`config.mk`:
```
export PLATFORM = sky130hd
export DESIGN_NAME = modular_exponentiation
export DESIGN_NICKNAME = d
export VERILOG_FILES = /design/src/rtl/modexp_pkg.sv /design/src/rtl/modexp_datapath.sv /design/src/rtl/modexp_ctrl.sv /design/src/rtl/modular_exponentiation.sv
export SDC_FILE = /design/constraint.sdc
export NUM_CORES = 1
export LEC_CHECK = 0
export BUFFER_PORTS_ARGS = -buffer_cell sky130_fd_sc_hd__clkbuf_2
export CORE_MARGIN = 5
export CORE_UTILIZATION = 60
export DETAILED_ROUTE_END_ITERATION = 16
export GPL_ROUTABILITY_DRIVEN = 0
export GPL_TIMING_DRIVEN = 0
export PLACE_DENSITY = 0.79
export SYNTH_ARGS = -nofsm -noshare
export SYNTH_HDL_FRONTEND = slang
export SYNTH_SLANG_ARGS = --single-unit
```
`constraint.sdc`:
```
create_clock -name clk -period 16.4 [get_ports clk]
set_clock_uncertainty 0.15 [all_clocks]
set_input_delay 1.64 -clock clk [delete_from_list [all_inputs] [get_ports clk]]
set_output_delay 1.64 -clock clk [all_outputs]
set_load 0.05 [all_outputs]
```
`src/rtl/modexp_pkg.sv`:
```
package modexp_pkg;

  localparam int WORD_BITS = 32;
  localparam int CNT_BITS  = $clog2(WORD_BITS);
  localparam int IN_BITS   = 2 * WORD_BITS;

  typedef logic [WORD_BITS-1:0] word_t;
  typedef logic [CNT_BITS-1:0]  cnt_t;

  typedef enum logic [1:0] {
    ST_IDLE,
    ST_REDUCE,
    ST_MULT,
    ST_WRITE
  } state_t;

  // controller -> datapath
  typedef struct packed {
    logic load;      // capture a new request
    logic step;      // one bit of the serial multiply / reduction
    logic mode_mul;  // 1: square-and-multiply pass, 0: base reduction pass
    logic out_load;  // copy running result into output register
  } cmd_t;

  // datapath -> controller
  typedef struct packed {
    logic in_exp_zero;  // exponent of incoming request is zero
    logic exp_one;      // only the lowest exponent bit can still be set
    logic last;         // current step is the final bit of a pass
  } status_t;

  // (a + b) mod m for a, b < m; wraps modulo 2**WORD_BITS when m is zero
  function automatic word_t mod_add(word_t a, word_t b, word_t m, logic mz);
    logic [WORD_BITS:0] s;
    s = {1'b0, a} + {1'b0, b};
    if (!mz && (s >= {1'b0, m})) begin
      s = s - {1'b0, m};
    end
    return s[WORD_BITS-1:0];
  endfunction

endpackage

```
`src/rtl/modexp_datapath.sv`:
```
module modexp_datapath
  import modexp_pkg::*;
(
  input  logic               clk,
  input  logic               rst,
  input  cmd_t               cmd,
  output status_t            status,
  input  logic [IN_BITS-1:0] in_data,
  input  logic               cfg_we,
  input  word_t              cfg_data,
  output word_t              out_data
);

  word_t modulus;
  word_t power;
  word_t result;
  word_t exp;
  word_t acc_p;
  word_t acc_r;
  word_t yshift;
  cnt_t  cnt;

  logic  mod_zero;
  word_t one_red;
  word_t add_p;
  word_t dbl_p;
  word_t dbl_r;
  word_t acc_p_next;
  word_t acc_r_next;
  logic  ybit;

  assign mod_zero = (modulus == '0);
  assign one_red  = (modulus == word_t'(1)) ? '0 : word_t'(1);
  assign ybit     = yshift[WORD_BITS-1];

  // lane P: power*power, or base reduction (adds 1 per base bit)
  assign add_p      = cmd.mode_mul ? power : one_red;
  assign dbl_p      = mod_add(acc_p, acc_p, modulus, mod_zero);
  assign acc_p_next = ybit ? mod_add(dbl_p, add_p, modulus, mod_zero) : dbl_p;

  // lane R: result*power
  assign dbl_r      = mod_add(acc_r, acc_r, modulus, mod_zero);
  assign acc_r_next = ybit ? mod_add(dbl_r, result, modulus, mod_zero) : dbl_r;

  assign status.in_exp_zero = (in_data[IN_BITS-1:WORD_BITS] == '0);
  assign status.exp_one     = (exp[WORD_BITS-1:1] == '0);
  assign status.last        = (cnt == cnt_t'(WORD_BITS - 1));

  always_ff @(posedge clk) begin
    if (rst) begin
      modulus <= word_t'(1);
    end else if (cfg_we) begin
      modulus <= cfg_data;
    end
  end

  always_ff @(posedge clk) begin
    if (cmd.load) begin
      power  <= in_data[WORD_BITS-1:0];
      yshift <= in_data[WORD_BITS-1:0];
      exp    <= in_data[IN_BITS-1:WORD_BITS];
      result <= word_t'(1);
      acc_p  <= '0;
      acc_r  <= '0;
      cnt    <= '0;
    end else if (cmd.step) begin
      if (status.last) begin
        // end of pass: commit and rearm for the next exponent bit
        power  <= acc_p_next;
        yshift <= acc_p_next;
        acc_p  <= '0;
        acc_r  <= '0;
        cnt    <= '0;
        if (cmd.mode_mul) begin
          if (exp[0]) begin
            result <= acc_r_next;
          end
          exp <= exp >> 1;
        end else begin
          result <= one_red;
        end
      end else begin
        acc_p  <= acc_p_next;
        acc_r  <= acc_r_next;
        yshift <= yshift << 1;
        cnt    <= cnt + cnt_t'(1);
      end
    end
  end

  always_ff @(posedge clk) begin
    if (cmd.out_load) begin
      out_data <= result;
    end
  end

  // reduced operands stay below a nonzero modulus after every pass
  a_power_reduced: assert property (@(posedge clk) disable iff (rst)
    $past(cmd.step && status.last && !mod_zero) |-> (power < modulus))
    else $error("power not reduced after pass");

  a_result_reduced: assert property (@(posedge clk) disable iff (rst)
    $past(cmd.step && status.last && !mod_zero) |-> (result < modulus))
    else $error("result not reduced after pass");

endmodule

```
`src/rtl/modexp_ctrl.sv`:
```
module modexp_ctrl
  import modexp_pkg::*;
(
  input  logic    clk,
  input  logic    rst,
  input  logic    in_valid,
  output logic    in_ready,
  output logic    out_valid,
  input  logic    out_ready,
  input  status_t status,
  output cmd_t    cmd
);

  state_t state;
  state_t state_next;
  logic   out_valid_next;
  logic   out_free;

  assign out_free = !out_valid || out_ready;

  always_ff @(posedge clk) begin
    if (rst) begin
      state     <= ST_IDLE;
      out_valid <= 1'b0;
    end else begin
      state     <= state_next;
      out_valid <= out_valid_next;
    end
  end

  always_comb begin
    state_next   = state;
    in_ready     = 1'b0;
    cmd.load     = 1'b0;
    cmd.step     = 1'b0;
    cmd.mode_mul = 1'b0;
    cmd.out_load = 1'b0;
    case (state)
      ST_IDLE: begin
        in_ready = 1'b1;
        if (in_valid) begin
          cmd.load   = 1'b1;
          state_next = status.in_exp_zero ? ST_WRITE : ST_REDUCE;
        end
      end
      ST_REDUCE: begin
        cmd.step = 1'b1;
        if (status.last) begin
          state_next = ST_MULT;
        end
      end
      ST_MULT: begin
        cmd.step     = 1'b1;
        cmd.mode_mul = 1'b1;
        if (status.last && status.exp_one) begin
          state_next = ST_WRITE;
        end
      end
      ST_WRITE: begin
        if (out_free) begin
          cmd.out_load = 1'b1;
          state_next   = ST_IDLE;
        end
      end
      default: begin
        state_next = ST_IDLE;
      end
    endcase
    out_valid_next = (out_valid && !out_ready) || cmd.out_load;
  end

  a_mult_exp_nonzero: assert property (@(posedge clk) disable iff (rst)
    (state == ST_MULT) |-> !(status.exp_one && $past(state == ST_MULT && status.last)
                             && $past(status.exp_one)))
    else $error("multiply pass entered with exhausted exponent");

  a_out_from_write: assert property (@(posedge clk) disable iff (rst)
    $rose(out_valid) |-> $past(state == ST_WRITE))
    else $error("output raised outside write state");

  a_no_overwrite: assert property (@(posedge clk) disable iff (rst)
    (cmd.out_load && out_valid) |-> out_ready)
    else $error("output overwritten before taken");

endmodule

```
`src/rtl/modular_exponentiation.sv`:
```
// Channel   | Signals                                  | Contents (low bit up)
// ----------+------------------------------------------+--------------------------------
// s_axis    | s_axis_tvalid/tready/tdata[63:0]         | base[31:0], exponent[63:32]
// m_axis    | m_axis_tvalid/tready/tdata[31:0]         | power_result[31:0]
// cfg       | cfg_valid/cfg_ready/cfg_data[31:0]       | modulus
//
// One request at a time: load, a pass reducing base mod modulus, then one pass
// per exponent bit up to the highest set bit, then write. Each pass runs the
// bit-serial double-and-add multiplier (one bit a cycle);
// square and multiply run side by side on two lanes scanning the same power.
// Zero exponent skips all passes. Reset clears the modulus to 1.
// A finished result sits in the output register, so the next request is taken
// while the previous result is still stalled downstream.
module modular_exponentiation
  import modexp_pkg::*;
(
  input  logic               clk,
  input  logic               rst,
  // request stream
  input  logic               s_axis_tvalid,
  output logic               s_axis_tready,
  input  logic [IN_BITS-1:0] s_axis_tdata,   // base, exponent
  // result stream
  output logic               m_axis_tvalid,
  input  logic               m_axis_tready,
  output word_t              m_axis_tdata,   // power_result
  // modulus write port
  input  logic               cfg_valid,
  output logic               cfg_ready,
  input  word_t              cfg_data        // modulus
);

  cmd_t    cmd;
  status_t status;

  // modulus may be written at any time; only meaningful while idle
  assign cfg_ready = 1'b1;

  modexp_ctrl u_ctrl (
    .clk       (clk),
    .rst       (rst),
    .in_valid  (s_axis_tvalid),
    .in_ready  (s_axis_tready),
    .out_valid (m_axis_tvalid),
    .out_ready (m_axis_tready),
    .status    (status),
    .cmd       (cmd)
  );

  modexp_datapath u_datapath (
    .clk      (clk),
    .rst      (rst),
    .cmd      (cmd),
    .status   (status),
    .in_data  (s_axis_tdata),
    .cfg_we   (cfg_valid && cfg_ready),
    .cfg_data (cfg_data),
    .out_data (m_axis_tdata)
  );

endmodule
```
=== Yosys cells after proc, flatten, opt, wreduce, memory -nomap -nowiden ===
Index checks and enable logic that the tools add are counted.

* Register bits after elaboration: 264
* Input bits: 101
* Output and inout port bits: 35
* Logic and storage cells: 93

* Add/sub/neg operators: 9
* $lt $le $gt $ge: 4
* Equality and inequality tests: 10
* Mux-type cells: 36
* Reductions and logical operators: 23

{| class="wikitable"
|+ Operator list
! operator !! number
|-
| 32-bit 2-to-1 mux || 21
|-
| 32-bit by 32-bit adder with 33-bit output || 4
|-
| 33-bit by 32-bit >= comparator with 1-bit output || 4
|-
| 32-bit subtractor || 4
|-
| 32-bit logical NOT || 2
|-
| 32-bit by 1-bit equality test with 1-bit output, second input constant || 1
|-
| 31-bit logical NOT || 1
|-
| 2-bit 2-to-1 mux || 5
|-
| 1-bit 2-to-1 mux || 8
|-
| 2-bit case mux with 4 select lines || 1
|-
| 1-bit logical AND || 6
|-
| 2-bit by 1-bit inequality test with 1-bit output, second input constant || 3
|-
| 3-bit AND reduction || 2
|-
| 2-bit nonzero test || 3
|-
| 5-bit by 1-bit adder with 5-bit output, second input constant || 1
|-
| 5-bit equality test, second input constant || 1
|-
| 5-bit 2-to-1 mux || 1
|-
| 2-bit equality test, second input constant || 2
|-
| 2-bit inequality test, second input constant || 2
|-
| 4-bit AND reduction || 1
|-
| 1-bit logical NOT || 3
|-
| 2-bit by 1-bit equality test with 1-bit output, second input constant || 1
|-
| 2-bit logical NOT || 1
|-
| 1-bit logical OR || 2
|-
| 2 further kinds || 2
|}

=== Depth between registers and ports, before layout ===
* Word-level depth: 12
* Mapped depth: 36
* Mapped depth without buffers: 32

=== Hierarchy ===
A second synthesis with hierarchy kept.

* Cell total of the unflattened synthesis: 2564
* Area, all modules: 22646.7 µm²

{| class="wikitable"
|+ Modules (own cells, without submodules)
! module !! times used !! cells each !! area each (µm²) !! seq. area each (µm²)
|-
| modexp_datapath || 1 || 2537 || 22376.5 || 6506.2
|-
| modexp_ctrl || 1 || 25 || 259.0 || 60.1
|-
| modular_exponentiation || 1 || 2 || 11.3 || 0.0
|}

=== Least setup slack after synthesis ===
OpenSTA, ideal clock, no wires.

* Path kind: reg2reg
* Start point: register u_datapath.modulus[1]
* End point: register u_datapath.acc_r[15]
* Library setup time: 0.117 ns
* Arrival: 7.140 ns
* Required time: 16.133 ns
* Setup slack: 8.993 ns
* Stages on the path, launching flop included: 33
* Path buffers: 3
* Clock period less this slack: 7.407 ns
* Cells stage by stage: dfxtp_1 -> inv_1 -> ha_1 -> nor2b_1 -> o31ai_1 -> a211oi_1 -> o22ai_1 -> o2111ai_1 -> and2_1 -> buf_2 -> buf_2 -> mux2_2 -> ha_1 -> a21oi_1 -> o21bai_1 -> nor3_1 -> a21oi_1 -> o31a_1 -> and2_1 -> a21oi_1 -> nand2_1 -> ha_1 -> and3_1 -> nand2_1 -> or3_1 -> a2111oi_2 -> nor4_2 -> a21oi_2 -> o21a_2 -> buf_6 -> mux2_4 -> mux2_4 -> a22o_1

* Word-level cells in the longest chain between the ends: 10
* Elaborated cells on any way between the ends: 13
* Those cells by class: add/sub: 3; order compare: 2; mux: 4; reduce/logical: 4

{| class="wikitable"
|+ RTL lines
! item !! line !! text
|-
| start: declaration || modexp_datapath.sv:14 || <nowiki>word_t modulus;</nowiki>
|-
| start signal: assignment || modexp_datapath.sv:51 || <nowiki>modulus <= word_t'(1);</nowiki>
|-
| start signal: assignment || modexp_datapath.sv:53 || <nowiki>modulus <= cfg_data;</nowiki>
|-
| branches (longest 8 deep; another with 33-bit by 32-bit >= comparator with 1-bit output) || -- ||
|-
| 32-bit 2-to-1 mux (*) || modexp_datapath.sv:43 || <nowiki>assign acc_r_next = ybit ? mod_add(dbl_r, result, modulus, mod_zero) : dbl_r;</nowiki>
|-
| 32-bit 2-to-1 mux (*) || modexp_datapath.sv:67 || <nowiki>if (status.last) begin</nowiki>
|-
| end signal: assignment || modexp_datapath.sv:84 || <nowiki>acc_r <= acc_r_next;</nowiki>
|-
| end: declaration || modexp_datapath.sv:19 || <nowiki>word_t acc_r;</nowiki>
|}

Mark *: on every way between the ends.
A chain may end at the register's enable or synchronous reset.

=== Worst setup path after layout ===
* Start point: register u_datapath.modulus[16]
* End point: register u_datapath.power[27] (data pin)

* Word-level cells in the longest chain between the ends: 12
* Elaborated cells on any way between the ends: 18
* Those cells by class: add/sub: 3; order compare: 2; eq/ne: 1; mux: 8; reduce/logical: 4

{| class="wikitable"
|+ RTL lines
! item !! line !! text
|-
| branches (longest 8 deep; another with 33-bit by 32-bit >= comparator with 1-bit output) || -- ||
|-
| 32-bit 2-to-1 mux (*) || modexp_datapath.sv:39 || <nowiki>assign acc_p_next = ybit ? mod_add(dbl_p, add_p, modulus, mod_zero) : dbl_p;</nowiki>
|-
| 32-bit 2-to-1 mux (*) || modexp_datapath.sv:67 ||
|-
| 32-bit 2-to-1 mux (*) || modexp_datapath.sv:66 || <nowiki>end else if (cmd.step) begin</nowiki>
|-
| 32-bit 2-to-1 mux (*) || modexp_datapath.sv:58 || <nowiki>if (cmd.load) begin</nowiki>
|-
| end signal: assignment || modexp_datapath.sv:59 || <nowiki>power <= in_data[WORD_BITS-1:0];</nowiki>
|-
| end signal: assignment || modexp_datapath.sv:69 || <nowiki>power <= acc_p_next;</nowiki>
|-
| end: declaration || modexp_datapath.sv:15 || <nowiki>word_t power;</nowiki>
|}

Mark *: on every way between the ends. The select of a mux whose other input is x is not followed.

==> qor.yml <==
synthesis:
  async_reset_ff_share_pct: 0
  synth_cell_types: 89
  synth.avg_cell_area_um2: 8.265
  ys_ff_latch: 264
  ys_seq_area_share_pct: 28.98
  netlist_area_mm2: 0.02265
  synth_fp_nets: 3046
  synth_cells: 2741
  synth_edf_count: 128
  synth-warning-count: 0
  synth_ff_type: "dfxtp_1"
die:
  die_y_um: 204.3
  core_mm2: 0.03749
  io_pins: 136
  rows: 71
  die_x_um: 204.3
  die_area_mm2: 0.04174
  start_util_pct: 60.43
clocking:
  clk_path_buf_depth: 3
  cts-root-buf: "clkbuf_16"
  cts_setup_buffers: 0
  clock-sinks: 264
  ctsResizeCount: 0
  cts_tree: "done"
  path_clk_slew_ns: 0.06
  htreeDepth: 1
  clk-insertion-delay-late_ns: 0.60
  cts_buffers: 30
  cts_hold_buf: 0
cells_and_area:
  drive_gt1_share_pct: 10.10
  syn_to_final_growth_pct: 10.81
  n_antenna_cell: 0
  final_common_cell: "nand2_1"
  layout_common_cells: "nand2_1 (334), a21oi_1 (198), ha_1 (198)"
  finalInstanceArea_mm2: 0.02510
  final_util_pct: 66.96
  nets: 3212
worst_setup_path:
  criticalPathCategory: "register to register"
  r2r_slack_ns: 5.22
  worst_path_largest_cell_delay_ns: 1.09
  cp-end-kind: "register"
  worstPathRequired_ns: 16.55
  start_kind: "register"
  cpMaxStageDelayCell: "nor3_1"
  crit_fanout: 10
  crit_arrival_ns: 11.33
  worst_path_most_repeated_cell: "clkbuf_1"
sta:
  setup_violations: 0
  relSlewSlack_pct: 15.33
  rsz0062_at_grt: "no"
  drv_slew: 0
  tns_ns: 0
  hold_viol: 0
  tightest_slew_ns: 1.270
  max_freq_ghz: 0.08942
  min_period_ns: 11.18
  finalCritPeriodShare_pct: 68.19
  holdWs_ns: 0.3250
routing:
  drtAntennaViolNets: 0
  wl_met3_um: 10660
  wirelength_um: 82500
  wire_per_inst_um: 23.97
  drc: 0
  route.vias.total: 23547
  topRoutingLayerUsed: "met4"
  wl_met1_um: 29420
  dr.pass1.iters: 6
  drtIter0Drc: 2926
  dr_wl_met2_um: 36130
  avgViaCountPerCell: 6.841
grt:
  overflow: 0
  grt_max_degree: 38
  grt_pass1_vias: 22075
  grt_pass1_wl_um: 122800
  antenna_found_initial: 1
  grt_usage_pct: 37.68
placed_design:
  dpl.hpwl_um: 63960
  dpl-instance-area_mm2: 0.02401
  io_buffers: 132
run:
  max_cap_violations: 0
min_path:
  hp-class: "register to register"
run_status:
  status: "finished clean"
==> metal layers <==
layer | GRT usage, % | up-vias
met5 | 0 | -
met4 | 23.40 | 0
met3 | 9.203 | 411
met2 | 60.15 | 1721
met1 | 45.83 | 10829
li1 | - | 10586
==> state kept, by name, indices dropped and copies added (netlist names) <==
register and count:
u_datapath.modulus 32, u_datapath.acc_p 32, u_datapath.cnt 5, u_datapath.out_data 32
u_ctrl.state 2, u_datapath.result 32, u_ctrl.out_valid 1, u_datapath.acc_r 32
u_datapath.power 32, u_datapath.yshift 32, u_datapath.exp 32
==> metrics by stage <==
step / instances / worst slack (ns)
6_report: 3442 / 5.216
5_1_grt: 3442 / 5.133
4_1_cts: 3442 / 5.975
3_5_place_dp: 3386 / 6.028
3_3_place_gp: 3384 / 6.330
2_1_floorplan: 2741 / 8.993
==> worst max-delay path, delay by kind of cell (launching register included) <==
| family | cells | cell delay (ns) |
|---|---|---|
| AOI/OAI and AO/OA | 9 | 3.44 |
| adders and majority gates | 2 | 0.75 |
| buffers and inverters | 4 | 1.53 |
| DFF | 1 | 0.34 |
| and+or+nand+nor | 13 | 4.65 |
==> cells by family after synthesis <==
logic type,synth area share [%]
AO/OA/AOI/OAI,26.41
XOR/XNOR,5.567
other,0.01655
AND/OR/NAND/NOR,18.87
buffers and inverters,4.120
multiplexers,4.568
adder cells (fa/ha/maj),11.47
flip-flops,28.98
==> cell usage after synthesis, drive strengths merged, types with 10 or more instances <==
library cell  number  area, µm²
a31oi             31      193.9
o211ai            39      292.8
a21boi            15      112.6
buf               27      145.1
nand4             42      262.8
or2               14      87.59
a221oi            13      120.1
xnor2             79      691.9
a31o              17      148.9
edfxtp           128       3844
ha               198       2477
a21oi            199      999.7
a211oi            47      352.8
or3               13      81.33
and3              42      262.8
inv              109      409.1
nor2b             26      162.7
nand3             76      380.4
o21a              27      204.0
nand2            334       1254
o221ai            12      105.1
clkbuf           101      379.1
a2111oi           10      112.6
and2              48      300.3
a211o             15      131.4
nor2             174      653.1
mux2i             55      550.5
o21ai            190      950.9
nor4              34      219.0
o21bai            22      165.2
o31ai             48      365.3
a22o              39      341.6
o22ai             13      81.33
nor3              52      260.3
mux2              41      484.2
xor2              65      569.3
a21o              79      593.1
dfxtp            136       2723
nand2b            24      150.1
==> layout make-up <==
cell class / instances / area [µm²]
clock inverter: 22 / 302.8
sequential: 264 / 6566
tap: 511 / 639.4
buffer: 128 / 524.3
multi-input combinational: 2240 / 15170
fill: 3108 / 12390
inverter: 109 / 409.1
clock buffer: 34 / 785.8
timing repair buffer: 134 / 700.7
==> final timing paths <==
kind | to | cells past startpoint | startpoint
min | u_datapath.out_data[21] | 0 | u_datapath.result[21]
max reg2reg | u_datapath.power[27] | 28 | u_datapath.modulus[16]
min reg2reg | u_datapath.out_data[21] | 0 | u_datapath.result[21]
max | u_datapath.power[27] | 28 | u_datapath.modulus[16]
Power is left out: the tool's default activity adds up to more than one toggle a clock period on the data nets, which glitch-free logic cannot reach.
